===== src/design/sacf_pkg.sv =====
// ----------------------------------------------------------------------------
// sacf_pkg
// Shared types, constants and helpers for the set-associative FIFO cache
// tag lookup.
// ----------------------------------------------------------------------------
package sacf_pkg;

    // default geometry
    localparam int ADDR_BITS_DEF  = 8;
    localparam int NUM_SETS_DEF   = 4;
    localparam int NUM_WAYS_DEF   = 2;
    localparam int LINE_WORDS_DEF = 4;

    // fixed widths of the result fields
    localparam int HIT_W       = 1;
    localparam int SET_IDX_W   = 2;
    localparam int TAG_VAL_W   = 4;
    localparam int OUT_TDATA_W = 8;

    // controller states
    typedef enum logic [1:0] {
        S_CLEAR,
        S_IDLE,
        S_LOOK
    } t_sacf_state;

    // controller to datapath commands
    typedef struct packed {
        logic clr_en;     // write one cleared row of the clearing pass
        logic load_addr;  // capture request address and read its set row
        logic commit;     // write back on miss and load the output register
    } t_sacf_cmd;

    // datapath to controller status
    typedef struct packed {
        logic clr_last;   // clearing pass is on its last row
        logic out_busy;   // output register holds a result not yet taken
    } t_sacf_stat;

    // floor of log2, evaluated at elaboration
    function automatic int floor_log2(input int v);
        int r;
        int x;
        r = 0;
        x = v;
        while (x > 1) begin
            x = x >> 1;
            r = r + 1;
        end
        return r;
    endfunction

endpackage


===== src/design/sacf_ctrl.sv =====
// ----------------------------------------------------------------------------
// sacf_ctrl
// Controller: sequences the reset clearing pass, request capture and the
// compare / write-back step of each lookup.
// ----------------------------------------------------------------------------
module sacf_ctrl (
    input  logic                 i_clk,
    input  logic                 i_rst_n,
    input  logic                 i_s_tvalid,
    output logic                 o_s_tready,
    input  sacf_pkg::t_sacf_stat i_stat,
    output sacf_pkg::t_sacf_cmd  o_cmd
);

    sacf_pkg::t_sacf_state r_state;
    sacf_pkg::t_sacf_state n_state;

    // state register
    always_ff @(posedge i_clk) begin
        if (!i_rst_n) begin
            r_state <= sacf_pkg::S_CLEAR;
        end else begin
            r_state <= n_state;
        end
    end

    // next state
    always_comb begin
        n_state = r_state;
        case (r_state)
            sacf_pkg::S_CLEAR: begin
                if (i_stat.clr_last) begin
                    n_state = sacf_pkg::S_IDLE;
                end
            end
            sacf_pkg::S_IDLE: begin
                if (i_s_tvalid) begin
                    n_state = sacf_pkg::S_LOOK;
                end
            end
            sacf_pkg::S_LOOK: begin
                if (!i_stat.out_busy) begin
                    n_state = sacf_pkg::S_IDLE;
                end
            end
            default: begin
                n_state = sacf_pkg::S_CLEAR;
            end
        endcase
    end

    // outputs
    always_comb begin
        o_cmd      = '0;
        o_s_tready = 1'b0;
        case (r_state)
            sacf_pkg::S_CLEAR: begin
                o_cmd.clr_en = 1'b1;
            end
            sacf_pkg::S_IDLE: begin
                o_s_tready      = 1'b1;
                o_cmd.load_addr = i_s_tvalid;
            end
            sacf_pkg::S_LOOK: begin
                o_cmd.commit = !i_stat.out_busy;
            end
            default: begin
                o_cmd = '0;
            end
        endcase
    end

endmodule


===== src/design/sacf_dpath.sv =====
// ----------------------------------------------------------------------------
// sacf_dpath
// Datapath: address split, per-set tag / valid row memory, parallel way
// compare, FIFO shift on miss and the registered result.
// ----------------------------------------------------------------------------
module sacf_dpath #(
    parameter int ADDR_BITS  = sacf_pkg::ADDR_BITS_DEF,
    parameter int NUM_SETS   = sacf_pkg::NUM_SETS_DEF,
    parameter int NUM_WAYS   = sacf_pkg::NUM_WAYS_DEF,
    parameter int LINE_WORDS = sacf_pkg::LINE_WORDS_DEF
) (
    input  logic                             i_clk,
    input  logic                             i_rst_n,
    input  sacf_pkg::t_sacf_cmd              i_cmd,
    output sacf_pkg::t_sacf_stat             o_stat,
    input  logic [ADDR_BITS-1:0]             i_addr,
    input  logic                             i_m_tready,
    output logic                             o_m_tvalid,
    output logic                             o_hit,
    output logic [sacf_pkg::SET_IDX_W-1:0]   o_set_index,
    output logic [sacf_pkg::TAG_VAL_W-1:0]   o_tag_value
);

    localparam int OB    = sacf_pkg::floor_log2(LINE_WORDS);
    localparam int SB    = sacf_pkg::floor_log2(NUM_SETS);
    localparam int LOW   = OB + SB;
    localparam int TAG_W = (LOW < ADDR_BITS) ? (ADDR_BITS - LOW) : 1;
    localparam int SET_W = (SB > 0) ? SB : 1;
    localparam int ROWS  = 1 << SET_W;
    localparam int EXT_W = ADDR_BITS + LOW + 1;
    localparam logic [SET_W-1:0] SET_MASK = SET_W'((1 << SB) - 1);

    // row memory: all ways of one set per row
    logic [NUM_WAYS-1:0][TAG_W-1:0] mem_tag [ROWS];
    logic [NUM_WAYS-1:0]            mem_vld [ROWS];

    logic [NUM_WAYS-1:0][TAG_W-1:0] r_rd_tag;
    logic [NUM_WAYS-1:0]            r_rd_vld;
    logic [SET_W-1:0]               r_set;
    logic [TAG_W-1:0]               r_tag;
    logic [SET_W-1:0]               r_clr_cnt;

    logic                           r_out_valid;
    logic                           r_out_hit;
    logic [sacf_pkg::SET_IDX_W-1:0] r_out_set;
    logic [sacf_pkg::TAG_VAL_W-1:0] r_out_tag;

    logic [EXT_W-1:0]               w_ext;
    logic [EXT_W-1:0]               w_set_sh;
    logic [EXT_W-1:0]               w_tag_sh;
    logic [SET_W-1:0]               w_set;
    logic [TAG_W-1:0]               w_tag;
    logic                           w_hit;
    logic                           w_wr_en;
    logic [SET_W-1:0]               w_wr_addr;
    logic [NUM_WAYS-1:0][TAG_W-1:0] w_wr_tag;
    logic [NUM_WAYS-1:0]            w_wr_vld;
    logic [TAG_W+sacf_pkg::TAG_VAL_W-1:0] w_tag_x;
    logic [SET_W+sacf_pkg::SET_IDX_W-1:0] w_set_x;

    // address split into set index and tag
    always_comb begin
        w_ext    = EXT_W'(i_addr);
        w_set_sh = w_ext >> OB;
        w_tag_sh = w_ext >> LOW;
        w_set    = w_set_sh[SET_W-1:0] & SET_MASK;
        w_tag    = w_tag_sh[TAG_W-1:0];
    end

    // parallel compare over the valid ways of the set
    always_comb begin
        w_hit = 1'b0;
        for (int w = 0; w < NUM_WAYS; w++) begin
            if (r_rd_vld[w] && (r_rd_tag[w] == r_tag)) begin
                w_hit = 1'b1;
            end
        end
    end

    // write-back row: cleared row or FIFO shift with new tag in way 0
    always_comb begin
        for (int w = 0; w < NUM_WAYS; w++) begin
            if (i_cmd.clr_en) begin
                w_wr_tag[w] = '0;
                w_wr_vld[w] = 1'b0;
            end else if (w == 0) begin
                w_wr_tag[w] = r_tag;
                w_wr_vld[w] = 1'b1;
            end else begin
                w_wr_tag[w] = r_rd_tag[w-1];
                w_wr_vld[w] = r_rd_vld[w-1];
            end
        end
        w_wr_en   = i_cmd.clr_en || (i_cmd.commit && !w_hit);
        w_wr_addr = i_cmd.clr_en ? r_clr_cnt : r_set;
    end

    // row memory write and registered read
    always_ff @(posedge i_clk) begin
        if (w_wr_en) begin
            mem_tag[w_wr_addr] <= w_wr_tag;
            mem_vld[w_wr_addr] <= w_wr_vld;
        end
        if (i_cmd.load_addr) begin
            r_rd_tag <= mem_tag[w_set];
            r_rd_vld <= mem_vld[w_set];
        end
    end

    // request capture
    always_ff @(posedge i_clk) begin
        if (i_cmd.load_addr) begin
            r_set <= w_set;
            r_tag <= w_tag;
        end
    end

    // clearing pass row counter
    always_ff @(posedge i_clk) begin
        if (!i_rst_n) begin
            r_clr_cnt <= '0;
        end else if (i_cmd.clr_en) begin
            r_clr_cnt <= r_clr_cnt + 1'b1;
        end
    end

    // result fields trimmed to the output widths
    always_comb begin
        w_tag_x = (TAG_W + sacf_pkg::TAG_VAL_W)'(r_tag);
        w_set_x = (SET_W + sacf_pkg::SET_IDX_W)'(r_set);
    end

    // output register valid
    always_ff @(posedge i_clk) begin
        if (!i_rst_n) begin
            r_out_valid <= 1'b0;
        end else if (i_cmd.commit) begin
            r_out_valid <= 1'b1;
        end else if (i_m_tready) begin
            r_out_valid <= 1'b0;
        end
    end

    // output register payload
    always_ff @(posedge i_clk) begin
        if (i_cmd.commit) begin
            r_out_hit <= w_hit;
            r_out_set <= w_set_x[sacf_pkg::SET_IDX_W-1:0];
            r_out_tag <= w_tag_x[sacf_pkg::TAG_VAL_W-1:0];
        end
    end

    // status
    always_comb begin
        o_stat.clr_last = (r_clr_cnt == SET_W'(ROWS - 1));
        o_stat.out_busy = r_out_valid && !i_m_tready;
    end

    assign o_m_tvalid  = r_out_valid;
    assign o_hit       = r_out_hit;
    assign o_set_index = r_out_set;
    assign o_tag_value = r_out_tag;

endmodule


===== src/design/set_assoc_cache_fifo_lookup.sv =====
// ----------------------------------------------------------------------------
// set_assoc_cache_fifo_lookup: tag lookup with FIFO replacement
// A request is captured and its set row read into registers; the compare,
// the write-back on a miss and the load of the output register follow, held
// while the output register holds a result not yet taken. No new request is
// taken before that commit. Reset: a clearing pass of 2**floor(log2(NUM_SETS))
// rows (at least 2) runs with s_tready low.
// ----------------------------------------------------------------------------
module set_assoc_cache_fifo_lookup #(
    parameter int ADDR_BITS  = sacf_pkg::ADDR_BITS_DEF,
    parameter int NUM_SETS   = sacf_pkg::NUM_SETS_DEF,
    parameter int NUM_WAYS   = sacf_pkg::NUM_WAYS_DEF,
    parameter int LINE_WORDS = sacf_pkg::LINE_WORDS_DEF
) (
    input  logic                            i_clk,
    input  logic                            i_rst_n,
    input  logic                            s_tvalid,
    output logic                            s_tready,
    input  logic [((ADDR_BITS+7)/8)*8-1:0]  s_tdata,   // address
    output logic                            m_tvalid,
    input  logic                            m_tready,
    output logic [sacf_pkg::OUT_TDATA_W-1:0] m_tdata,  // set_index, tag_value
    output logic                            m_tuser    // hit
);

    sacf_pkg::t_sacf_cmd  w_cmd;
    sacf_pkg::t_sacf_stat w_stat;
    logic [sacf_pkg::SET_IDX_W-1:0] w_set_index;
    logic [sacf_pkg::TAG_VAL_W-1:0] w_tag_value;

    // controller
    sacf_ctrl u_ctrl (
        .i_clk      (i_clk),
        .i_rst_n    (i_rst_n),
        .i_s_tvalid (s_tvalid),
        .o_s_tready (s_tready),
        .i_stat     (w_stat),
        .o_cmd      (w_cmd)
    );

    // datapath
    sacf_dpath #(
        .ADDR_BITS  (ADDR_BITS),
        .NUM_SETS   (NUM_SETS),
        .NUM_WAYS   (NUM_WAYS),
        .LINE_WORDS (LINE_WORDS)
    ) u_dpath (
        .i_clk       (i_clk),
        .i_rst_n     (i_rst_n),
        .i_cmd       (w_cmd),
        .o_stat      (w_stat),
        .i_addr      (s_tdata[ADDR_BITS-1:0]),
        .i_m_tready  (m_tready),
        .o_m_tvalid  (m_tvalid),
        .o_hit       (m_tuser),
        .o_set_index (w_set_index),
        .o_tag_value (w_tag_value)
    );

    // result packing, set_index in the low bits
    assign m_tdata = sacf_pkg::OUT_TDATA_W'({w_tag_value, w_set_index});

`ifndef SYNTHESIS
    // a result is only committed into a free output register
    a_commit_free: assert property (@(posedge i_clk) disable iff (!i_rst_n)
        w_cmd.commit |-> !(m_tvalid && !m_tready))
        else $error("commit while output register is stalled");

    // output valid only rises after a commit
    a_valid_src: assert property (@(posedge i_clk) disable iff (!i_rst_n)
        $rose(m_tvalid) |-> $past(w_cmd.commit))
        else $error("result valid without commit");

    // an accepted request blocks the next one until its lookup is done
    a_one_at_a_time: assert property (@(posedge i_clk) disable iff (!i_rst_n)
        (s_tvalid && s_tready) |=> !s_tready)
        else $error("request accepted while a lookup is in flight");

    // at most one datapath command at once: clearing pass, request capture or commit
    a_cmd_excl: assert property (@(posedge i_clk) disable iff (!i_rst_n)
        $countones({w_cmd.clr_en, w_cmd.load_addr, w_cmd.commit}) <= 1)
        else $error("conflicting datapath commands");
`endif

endmodule


===== config.mk =====
export PLATFORM = sky130hd
export DESIGN_NAME = set_assoc_cache_fifo_lookup
export DESIGN_NICKNAME = d
export VERILOG_FILES = /design/src/design/sacf_pkg.sv /design/src/design/sacf_ctrl.sv /design/src/design/sacf_dpath.sv /design/src/design/set_assoc_cache_fifo_lookup.sv
export SDC_FILE = /design/constraint.sdc
export NUM_CORES = 1
export LEC_CHECK = 0
export BUFFER_PORTS_ARGS = -buffer_cell sky130_fd_sc_hd__buf_2
export CAP_MARGIN = 40
export CORE_MARGIN = 4
export CORE_UTILIZATION = 47
export CTS_CLUSTER_SIZE = 10
export DETAILED_ROUTE_END_ITERATION = 12
export GPL_TIMING_DRIVEN = 0
export PLACE_DENSITY_LB_ADDON = 0.12
export SLEW_MARGIN = 10
export SYNTH_ARGS = -nofsm -noshare
export SYNTH_HDL_FRONTEND = slang
export SYNTH_SLANG_ARGS = --single-unit

===== constraint.sdc =====
create_clock -name i_clk -period 6.2 [get_ports i_clk]
set_clock_uncertainty 0.2 [all_clocks]
set_input_delay 0.62 -clock i_clk [delete_from_list [all_inputs] [get_ports i_clk]]
set_output_delay 0.62 -clock i_clk [all_outputs]
set_load 0.1 [all_outputs]

# == Word-level counts from Yosys, hierarchy flattened ==
# Memories as Yosys holds them, arrays and structs flattened. A register that Yosys moved wholly into a read port is not among the register bits.
# Index checks and enable logic that the tools add are counted.
# totals
reg_bits,18
ram_bits,40
out_inout_bits,11
elab_cells,49
mem_count,2
# classes
n_addsub,1
eq_ne,8
n_mux,19
reduce_logical,11
# memory_table
memory,depth,width,rd,rd_ports_with_merged_regs,write_ports,line_no,rtl
u_dpath.mem_tag,4,8,1,1,1,sacf_dpath.sv:34,logic [NUM_WAYS-1:0][TAG_W-1:0] mem_tag [ROWS];
u_dpath.mem_vld,4,2,1,1,1,sacf_dpath.sv:35,logic [NUM_WAYS-1:0] mem_vld [ROWS];
# ops
operator,n
$mux 1,12
$eq 4x4->1,2
$mux 2,4
$mux 4,2
$pmux 2 s3,1
$eq 2x2->1 const B,2
$logic_and 1x1->1,4
$ne 2x2->1 const B,2
$logic_not 1->1,3
$reduce_and 3->1,1
$add 2x1->2 const B,1
$eq 2x1->1 const B,1
$logic_not 2->1,1
$ne 2x1->1 const B,1
$reduce_bool 2->1,1
$logic_or 1x1->1,1

# == Longest topological paths before layout ==
# Gate-level depths: netlist (run 1).
# logic_depth
word_depth,9
ltp_mapped,5
ltp_nobuf,5

# == By module ==
# Synthesis (run 1) repeated with hierarchy kept, for this count alone.
# hier_totals
hier_cells,138
area_unflattened_um2,2678.8
# modules_own_cells
module,instances,cells_per_inst,area_each_um2
sacf_dpath,1,122,2532.4
sacf_ctrl,1,13,127.6
set_assoc_cache_fifo_lookup,1,3,18.8

# == Worst setup path after synthesis (run 1) ==
# OpenSTA, ideal clock, no wires.
# synth_timing
path_type,register -> register
start,"register u_dpath.r_out_valid, in the netlist u_dpath.o_m_tvalid"
end,"memory u_dpath.mem_tag[3][0] in the netlist's numbering, enable pin"
arrival_ns,2.193
path_slack_ns,3.413
path_stages_with_launch,5
path_cell_list,dfxtp_1 -> nor2b_1 -> nor2_4 -> o211ai_1 -> a211oi_1
# synth_lines
item,line_no,rtl
start: declaration,sacf_dpath.sv:43,logic r_out_valid;
start signal: assignment,sacf_dpath.sv:136,r_out_valid <= 1'b0;
start signal: assignment,sacf_dpath.sv:138,r_out_valid <= 1'b1;
start signal: assignment,sacf_dpath.sv:140,r_out_valid <= 1'b0;
end: declaration,sacf_dpath.sv:34,

# == Final worst setup path (run 1) ==
# layout_timing
start,register u_ctrl.r_state[1]
end,"memory u_dpath.mem_tag[2][2] in the netlist's numbering, enable pin"
# layout_between
elab_chain_len,6
word_cells_on_any_way,9
classes_between,1 x eq/ne; 5 x mux; 3 x reduce/logical
# layout_rtl
item,line_no,rtl
start: declaration,sacf_ctrl.sv:15,sacf_pkg::t_sacf_state r_state;
start signal: assignment,sacf_ctrl.sv:21,r_state <= sacf_pkg::S_CLEAR;
start signal: assignment,sacf_ctrl.sv:23,r_state <= n_state;
$eq 2x2->1,sacf_ctrl.sv:56,case (r_state)
$mux 1,sacf_ctrl.sv:56,
$logic_and 1x1->1,sacf_dpath.sv:94,w_wr_en = i_cmd.clr_en || (i_cmd.commit && !w_hit);
$logic_or 1x1->1,sacf_dpath.sv:94,
$mux 1,sacf_dpath.sv:100,if (w_wr_en) begin
$mux 1 (not written as such),sacf_dpath.sv:101,mem_tag[w_wr_addr] <= w_wr_tag;
# Several ways; a longest one is shown, not always the timed one.

==> flow_metrics.py, run 1 <==
metrics = {
    "sta": {
        "hold_viol": 0,
        "setup_viol": 0,
        "fmax_mhz": 396,
        "slew-limit-headroom_pct": 46.3,
        "grt_setup_unrepaired": "false",
        "finalCritPeriodShare_pct": 40.7,
        "tns_ps": 0,
        "final_max_slew_viol_count": 0,
        "fin_crit_ps": 2520,
        "worstMarginPinSlew_ps": 805,
    },
    "power": {
        "finalPower_mw": 1.16,
        "p_comb_share_pct": 16.2,
        "p_clk_share_pct": 28.8,
        "cellLeakagePower_nw": 1.06,
        "p_int_uw": 864,
        "swShare_pct": 25.2,
        "seqPwrFrac_pct": 55.1,
        "p_per_area_nw_per_um2": 380,
        "p_sw_uw": 291,
        "peakVddDrop_mv": 0.167,
    },
    "cts": {
        "insertion_delay_ps": 330,
        "cts_post_setup_buffers_inserted": 0,
        "htree_levels": 3,
        "cts_root_buffer": "clkbuf_8",
        "cts_resized": 0,
        "clkSlewWorstSetupHoldPaths_ps": 70,
        "clock-sinks": 68,
        "cts_hold_buffers": 0,
        "cts_tree": "done",
        "clockBufferDepth": 2,
        "numCtsBuffers": 9,
    },
    "routing": {
        "viasPerCell": 5.23,
        "routed_wl_um": 4520,
        "drc_errors": 0,
        "via_count": 1328,
        "wl_per_cell_um": 17.8,
        "final_antenna_net_count": 0,
        "first_pass_iters": 5,
        "drt-initial-drc-count": 98,
    },
    "grt": {
        "grt_pass1_vias": 1405,
        "grt_max_degree": 18,
        "grt_usage_pct": 14.5,
        "grt_overflow": 0,
        "antenna_found_initial": 0,
        "grt_pass1_wl_um": 7410,
    },
    "job": {
        "maxCapViolCount": 0,
    },
    "floorplanning": {
        "die_h_um": 82.9,
        "pin_count": 23,
        "rows": 27,
        "die_w_um": 82.9,
        "core_sq_um": 5470,
        "fp.dieArea_sq_um": 6870,
        "start_util_pct": 48.2,
    },
    "setup_path": {
        "path_cells": "nor2_2 -> inv_2 -> nor2_1 -> o41ai_2 -> a21oi_1 -> buf_4",
        "max_stage_delay_ps": 570,
        "cpLargestDelayFamily": "compound AO/OA/AOI/OAI gates",
        "critPathCaptureType": "flop",
        "arrival_ps": 2370,
        "cp-start-kind": "flop",
        "required_ps": 6040,
        "critPathBufInv": 2,
        "critical_path_class": "flop to flop",
        "cp_slowest_cell": "a21oi_1",
        "path_max_fanout": 13,
    },
    "cells_and_area": {
        "nNetsFinal": 190,
        "diodes": 0,
        "drive_gt1_share_pct": 29.7,
        "areaGrowthSynthToFinish_pct": 15.2,
        "final_cell_mix": "63 x edfxtp_1, 19 x buf_2, 10 x mux4_2, 9 x clkbuf_8, 7 x and2_1",
        "final_common_cell": "edfxtp_1",
    },
    "synth": {
        "synth_top_area_cell": "edfxtp_1",
        "synthCells": 143,
        "syn_avg_cell_area_sq_um": 18.4,
        "ys_seq_area_share_pct": 75.6,
        "synth-warning-count": 0,
        "syn_area_sq_um": 2640,
        "synth_seq_cells": 68,
        "yosysUniqueCellTypes": 35,
        "synth.area.top_cells": "edfxtp_1 72%, mux4_2 8.5%, dfxtp_1 3.8%",
        "synth_top_area_share_pct": 71.8,
    },
    "placement": {
        "place_congestion": 0.724,
        "port_buffers": 18,
        "dp_hpwl_um": 3180,
    },
    "worst_hold_path": {
        "hold_path.class": "input pin to flop",
    },
    "outcome": {
        "outcome": "finished clean",
    },
}
worst paths after layout:
| check | from | endpoint | slack (ps) | depth (start not counted) |
|---|---|---|---|---|
| worst max-delay path | u_ctrl.r_state[1] | u_dpath.mem_tag[2][2] | 3680 | 6 |
| worst min-delay path | s_tdata[6] | u_dpath.r_tag[2] | 260 | 1 |
| worst max register to register | u_ctrl.r_state[1] | u_dpath.mem_tag[2][2] | 3680 | 6 |
| worst min register to register | u_dpath.r_set[1] | u_dpath.o_set_index[1] | 300 | 0 |
sequential cells by signal, indices dropped and copies added (netlist names), 4 cells and up:
| register | flops |
|---|---|
| u_dpath.o_tag_value | 4 |
| u_dpath.mem_vld | 8 |
| u_dpath.mem_tag | 32 |
| u_dpath.r_rd_tag | 8 |
| u_dpath.r_tag | 4 |
routing by layer:
metal,part of all wire (%),vias up,GRT usage (%)
li1,-,620,-
met1,45,675,17.5
met2,49,27,23.0
met3,4.4,6,7.04
met4,1.0,0,4.46
met5,0,-,0
final cells by class:
class,count,area (sq um)
fillers,477,2440
flip-flops and latches,68,1990
multi-input cells,68,619
clock buffers,13,139
repair buffers,22,120
well taps,72,90.1
clock inverters,3,37.5
plain buffers,4,23.8
inverters,4,15.0
synthesized netlist by cell type (all sizes together):
cell type and count:
a211oi 3, a21boi 3, a21oi 2, and2 7, and2b 1, buf 3
clkbuf 1, conb 1, dfxtp 5, edfxtp 63, ha 1, inv 4
mux4 10, nand2 5, nand2b 5, nand3 1, nor2 8, nor2b 1
nor3 1, nor4 1, o2111ai 1, o211ai 1, o21a 2, o21ai 3
o221ai 1, o41ai 1, or3 3, xnor2 4, xor2 1
through the flow:
stage	cells	cell area (sq um)	hold slack [ps]	setup WS [ps]	util (%)
floorplan	144	2640	252	3410	-
global placement	234	2820	286	2850	51.5
detailed placement	238	2860	285	3550	52.3
CTS	254	3040	249	3660	55.5
global route	254	3040	240	3520	55.5
finish	254	3040	264	3680	55.5
kinds of logic (layout without fill, tap and decap cells):
family,Yosys count,in the layout,synth area share (%)
buffers and inverters,8,46,1.47
DFF,68,68,75.6
and+or+nand+nor,33,33,6.98
muxes,10,10,8.54
other,1,2,0.142
adders and majority gates,1,1,0.475
xor gates and xnor gates,5,5,1.66
AOI/OAI and AO/OA,17,17,5.17
power by group through the flow:
stage               combinational [mW]  clock, mW  sequential, mW
floorplan                        0.120          0           0.648
global placement                 0.169          0           0.644
detailed placement               0.190          0           0.647
CTS                              0.190      0.342           0.638
global route                     0.204      0.365           0.645
finish                           0.187      0.332           0.636
Note: power is estimated with default switching activity, not from simulation.
==> run 2: changes to the inputs <==
==> constraint.sdc (replaced) <==
create_clock -name i_clk -period 2.54 [get_ports i_clk]
set_clock_uncertainty 0.2 [all_clocks]
set_input_delay 0.254 -clock i_clk [delete_from_list [all_inputs] [get_ports i_clk]]
set_output_delay 0.254 -clock i_clk [all_outputs]
set_load 0.1 [all_outputs]
==> run 2 against run 1 <==
  * Core utilization up 1.9 points
  * Clock power up 150%
  * Flip-flop and latch count unchanged
  * Critical endpoint is now u_dpath.mem_tag[1][3]
  * Largest cell class unchanged
  * Largest power group unchanged
==> flow_metrics.py, run 2 (same netlist as run 1, synthesis figures left out) <==
metrics = {
    "cells_and_area": {
        "fin_area_sq_um": 3140,
        "reg_top3": "u_dpath.mem_tag x32, u_dpath.mem_vld x8, u_dpath.r_rd_tag x8",
        "areaGrowthSynthToFinish_pct": 19.2,
        "drive_gt1_share_pct": 30.9,
        "nNetsFinal": 197,
        "final_common_cell": "edfxtp_1",
        "final_cell_mix": "63 x edfxtp_1, 19 x buf_2, 10 x mux4_2, 9 x clkbuf_8",
        "largest_register": "u_dpath.mem_tag",
        "largest_reg_flops": 32,
        "diodes": 0,
        "instances_no_fill": 260,
    },
    "cts": {
        "numCtsBuffers": 9,
        "clock-sinks": 68,
        "insertion_delay_ps": 340,
        "clkSlewWorstSetupHoldPaths_ps": 70,
        "cts_tree": "done",
        "cts_root_buffer": "clkbuf_8",
        "htree_levels": 3,
        "cts_post_setup_buffers_inserted": 0,
        "clockBufferDepth": 2,
    },
    "routing": {
        "met1_length_um": 1960,
        "viasPerCell": 5.23,
        "final_antenna_net_count": 0,
        "drt-initial-drc-count": 142,
        "dr_wl_met2_um": 2320,
        "via_count": 1360,
        "first_pass_iters": 4,
        "drc_errors": 0,
        "topRoutingLayerUsed": "met4",
        "routed_wl_um": 4640,
        "wl_per_cell_um": 17.8,
        "met3_length_um": 273,
    },
    "setup_path": {
        "cp-start-kind": "flop",
        "critical_path_class": "flop to flop",
        "rr_startpoint": "u_dpath.r_tag[0]",
        "path_max_fanout": 6,
        "required_ps": 2440,
        "cp-startpoint": "u_dpath.r_tag[0]",
        "critPathCaptureType": "flop",
        "arrival_ps": 2230,
        "ff2ff_path_depth": 5,
    },
    "placement": {
        "pre_cts_slack_ps": -25.9,
        "place_congestion": 0.693,
        "dp_hpwl_um": 3220,
        "dp_cells": 238,
        "dpl_cell_area_sq_um": 2880,
        "port_buffers": 18,
    },
    "outcome": {
        "outcome": "finished clean",
    },
    "power": {
        "cellLeakagePower_nw": 1.09,
        "finalPower_mw": 2.87,
        "peakVddDrop_mv": 0.492,
        "p_per_area_nw_per_um2": 914,
    },
    "sta": {
        "final_max_slew_viol_count": 0,
        "worstMarginPinSlew_ps": 838,
        "worst_slack_ps": 214,
        "fin_hold_ws_ps": 40.3,
        "setup_viol": 0,
        "slew-limit-headroom_pct": 44.1,
        "fmax_mhz": 430,
        "fin_crit_ps": 2330,
        "grt_setup_unrepaired": "false",
        "finalCritPeriodShare_pct": 91.6,
        "hold_viol": 0,
    },
    "worst_hold_path": {
        "hold_depth": 3,
        "hp-start": "m_tready",
        "hold_path.class": "input pin to flop",
    },
    "grt": {
        "grt_usage_pct": 15.4,
        "antenna_found_initial": 0,
        "grt_max_degree": 18,
        "grt_overflow": 0,
        "grt_pass1_vias": 1452,
        "grt_pass1_wl_um": 7730,
    },
    "job": {
        "maxCapViolCount": 0,
    },
    "floorplanning": {
        "pin_count": 23,
        "die_w_um": 82.9,
        "rows": 27,
        "die_h_um": 82.9,
        "core_sq_um": 5470,
        "fp.dieArea_sq_um": 6870,
        "start_util_pct": 48.2,
    },
}
==> run 2: cell count changes in the layout (fill, tap and decap cells not counted), sizes merged <==
cell         change
clkinvlp         +1
dlygate4sd3      +7
clkbuf           -3
clkinv           +1
==> run 2: timing repair <==
action,CTS,global route
hold buffers,7,0
gates cloned,0,0
endpoints found under the hold margin,11,0
setup endpoints to repair,10,5
resized for setup,2,1
==> run 2: per-layer routing <==
layer  global-route usage (%)  vias to the layer above
met4                     7.58                        0
li1                         -                      634
met2                     24.4                       35
met3                     5.85                        8
met1                     18.3                      683
met5                        0                        -
==> run 2: through the flow <==
stage / setup TNS (ps) / util [%]
2_1_floorplan: 0 / -
5_1_grt: 0 / 57.4
3_5_place_dp: -194 / 52.5
4_1_cts: 0 / 57.3
3_3_place_gp: -3060 / 51.7
6_report: 0 / 57.4
==> run 2: final timing paths <==
check                                 to  slack [ps]
setup / recovery   u_dpath.mem_tag[1][3]         210
hold / removal        u_dpath.o_m_tvalid          40
setup reg to reg   u_dpath.mem_tag[1][3]         210
hold reg to reg   u_dpath.o_set_index[0]         290
==> run 2: final cells by class <==
| cell class | instances | area, sq um |
|---|---|---|
| fill | 446 | 2330 |
| buffer | 4 | 23.8 |
| sequential | 68 | 1990 |
| clock inverter | 5 | 53.8 |
| inverter | 4 | 15.0 |
| multi-input combinational | 68 | 634 |
| clock buffer | 10 | 128 |
| tap | 72 | 90.1 |
| timing repair buffer | 29 | 205 |
==> run 2: critical path, cell delays in order (launching register included) <==
cell and delay [ps]:
edfxtp_1 500, nand2b_1 130, o2111ai_2 130, nor4_1 670, a211oi_2 240, buf_6 210
==> run 2: report_power, final <==
| part | internal (mW) | switching, mW | total, mW |
|---|---|---|---|
| sequential | 1.49 | 0.0635 | 1.56 |
| clock | 0.443 | 0.371 | 0.814 |
| combinational | 0.192 | 0.307 | 0.499 |
| total | 2.13 | 0.741 | 2.87 |
==> run 3: changes to the inputs <==
--- a/config.mk
+++ b/config.mk
@@ -5,6 +5,7 @@
 export SDC_FILE = /design/constraint.sdc
 export NUM_CORES = 1
 export LEC_CHECK = 0
+export ABC_AREA = 1
 export BUFFER_PORTS_ARGS = -buffer_cell sky130_fd_sc_hd__buf_2
 export CAP_MARGIN = 40
 export CORE_MARGIN = 4
==> run 3 against run 2 <==
  * Clock power is 24% higher
  * Register-to-register slack worse by 270 ps
  * Cell count is 27% higher
  * Hold slack better by 11 ps
  * Maximum frequency is 11% lower
  * The flow now finishes with violations (negative setup slack)
  * Synthesized area is 1.5% higher
  * Design area is 1.4% higher
  * Die area is 1.3% higher
  * Critical path type unchanged
==> flow_metrics.py, run 3 <==
metrics = {
    "grt": {
        "grt_overflow": 0,
        "grt_pass1_vias": 1655,
        "antenna_found_initial": 0,
        "grt_pass1_wl_um": 8600,
        "grt_usage_pct": 16.9,
        "grt_max_degree": 17,
    },
    "setup_path": {
        "path_cells": "inv_1 -> nor3_2 -> nand3_1 -> a21oi_2",
        "critPathCaptureType": "flop",
        "max_stage_delay_ps": 710,
        "critPathBufInv": 1,
        "required_ps": 2300,
        "arrival_ps": 2360,
        "cpLargestDelayFamily": "simple AND/OR/NAND/NOR gates",
        "path_max_fanout": 10,
        "critical_path_class": "flop to flop",
        "cp-start-kind": "flop",
        "cp_slowest_cell": "a21oi_2",
    },
    "cells_and_area": {
        "final_common_cell": "edfxtp_1",
        "largest_reg_flops": 32,
        "nNetsFinal": 267,
        "final_util_pct": 57.9,
        "reg_top3": "u_dpath.mem_tag x32, u_dpath.mem_vld x8, u_dpath.r_rd_tag x8",
        "drive_gt1_share_pct": 19.0,
        "final_cell_mix": "63 x edfxtp_1, 40 x nor2_1, 25 x o21ai_0, 21 x nand2_1",
        "largest_register": "u_dpath.mem_tag",
        "diodes": 0,
        "final.fill_count": 459,
        "areaGrowthSynthToFinish_pct": 19.1,
    },
    "synth": {
        "async_flop_share_pct": 0,
        "synth.most_common_cell": "edfxtp_1",
        "synth-warning-count": 0,
        "synth_seq_cells": 68,
        "ys_seq_area_share_pct": 74.5,
        "synth_commonest_cells": "63 x edfxtp_1, 40 x nor2_1, 25 x o21ai_0, 21 x nand2_1, 19 x inv_1",
        "syn_area_sq_um": 2680,
        "syn_avg_cell_area_sq_um": 12.4,
        "synth_top_area_share_pct": 70.7,
        "yosysUniqueCellTypes": 23,
        "synth_top_area_cell": "edfxtp_1",
        "synthCells": 216,
        "synth.area.top_cells": "edfxtp_1 71%, nor2_1 5.6%, o21ai_0 4.7%",
        "yosys_most_used_dff": "edfxtp_1",
        "synth_edf_count": 63,
    },
    "cts": {
        "htree_levels": 3,
        "clock-sinks": 68,
        "clockBufferDepth": 2,
        "cts_tree": "done",
        "cts_post_setup_buffers_inserted": 0,
        "clkSlewWorstSetupHoldPaths_ps": 70,
        "numCtsBuffers": 9,
        "cts_root_buffer": "clkbuf_8",
        "cts_resized": 0,
        "insertion_delay_ps": 340,
    },
    "power": {
        "p_sw_uw": 918,
        "p_comb_share_pct": 18.7,
        "p_int_mw": 2.40,
        "seqPwrFrac_pct": 50.8,
        "swShare_pct": 27.6,
        "cellLeakagePower_nw": 1.22,
        "peakVddDrop_mv": 0.655,
        "p_clk_share_pct": 30.5,
        "p_per_area_nw_per_um2": 1040,
    },
    "routing": {
        "routed_wl_um": 5320,
        "wl_per_cell_um": 16.1,
        "final_antenna_net_count": 0,
        "drc_errors": 0,
        "viasPerCell": 5.08,
        "drt-initial-drc-count": 135,
        "first_pass_iters": 4,
        "via_count": 1678,
    },
    "sta": {
        "grt_setup_unrepaired": "true",
        "setup_viol": 33,
        "hold_viol": 0,
        "worst_slack_ps": -60.8,
        "worstMarginPinSlew_ps": 778,
        "slew-limit-headroom_pct": 48.1,
        "finalCritPeriodShare_pct": 102,
        "fin_crit_ps": 2600,
        "final_max_slew_viol_count": 0,
        "fmax_mhz": 385,
    },
    "floorplanning": {
        "die_w_um": 83.4,
        "fp.dieArea_sq_um": 6960,
        "pin_count": 23,
        "start_util_pct": 48.6,
        "die_h_um": 83.4,
        "rows": 27,
        "core_sq_um": 5510,
    },
    "placement": {
        "dp_hpwl_um": 3290,
        "place_congestion": 0.761,
        "pre_cts_slack_ps": -59.2,
        "port_buffers": 18,
    },
    "job": {
        "maxCapViolCount": 0,
    },
    "outcome": {
        "outcome": "complete, but fails checks",
        "violations": "negative setup slack",
    },
    "worst_hold_path": {
        "hold_path.class": "input pin to flop",
    },
}
run 3: kinds of logic (layout without fill, tap and decap cells):
| group | count (synthesis) | after routing | synth area share, % |
|---|---|---|---|
| adder cells (fa/ha/maj) | 1 | 1 | 0.468 |
| flip-flops | 68 | 68 | 74.5 |
| XOR/XNOR | 2 | 2 | 0.655 |
| other | 1 | 2 | 0.140 |
| AO/OA/AOI/OAI | 45 | 45 | 9.31 |
| buffers and inverters | 31 | 72 | 4.96 |
| AND/OR/NAND/NOR | 68 | 68 | 10.0 |
run 3: cell type report:
class | count | area, sq um | area share, %
buffer | 9 | 50.0 | 1.57
inverter | 22 | 82.6 | 2.59
timing repair buffer | 26 | 170 | 5.34
clock buffer | 9 | 124 | 3.89
clock inverter | 6 | 104 | 3.26
tap | 72 | 90.1 | 2.83
sequential | 68 | 1990 | 62.5
multi-input combinational | 118 | 574 | 18.0
run 3: final timing paths:
| check | endpoint | slack (ps) | depth (start not counted) | start |
|---|---|---|---|---|
| max | u_dpath.mem_tag[3][2] | -60 | 4 | u_ctrl.r_state[1] |
| min | u_ctrl.r_state[1] | 50 | 4 | m_tready |
| max reg2reg | u_dpath.mem_tag[3][2] | -60 | 4 | u_ctrl.r_state[1] |
| min reg2reg | u_dpath.o_set_index[0] | 280 | 0 | u_dpath.r_set[0] |
run 3: metrics by stage:
stage	hold slack, ps	cell area [sq um]	setup TNS (ps)	std cells	total power, mW
2_1_floorplan	153	2700	0	217	2.14
3_3_place_gp	235	2880	-1170	307	2.31
3_5_place_dp	233	2880	-1870	307	2.33
4_1_cts	34.3	3190	-2310	330	3.35
5_1_grt	31.5	3190	-7670	330	3.50
6_report	51.4	3190	-891	330	3.32
run 3: repair_timing:
| action | CTS | global route |
|---|---|---|
| hold endpoints to repair | 11 | 0 |
| hold buffers | 8 | 0 |
| endpoints found under the setup margin | 40 | 40 |
run 3: metal layers:
layer	part of all wire (%)	track usage, %	vias to the layer above
li1	-	-	818
met1	45	20.8	783
met2	45	25.8	66
met3	7.2	7.34	11
met4	3.0	7.46	0
met5	0	0	-
run 3: tightest hold or removal path: cells and delay by family:
| kind | cells | cell delay, ps |
|---|---|---|
| AND/OR/NAND/NOR | 2 | 140 |
| buffers and inverters | 1 | 80 |
| AO/OA/AOI/OAI | 1 | 70 |
run 3: power by group through the flow:
stage	Combinational [mW]	Sequential [mW]	Clock, mW
after floorplan	0.418	1.72	0
after global placement	0.608	1.71	0
after detailed placement	0.618	1.71	0
after CTS	0.631	1.69	1.03
after global routing	0.696	1.71	1.09
final	0.621	1.69	1.01
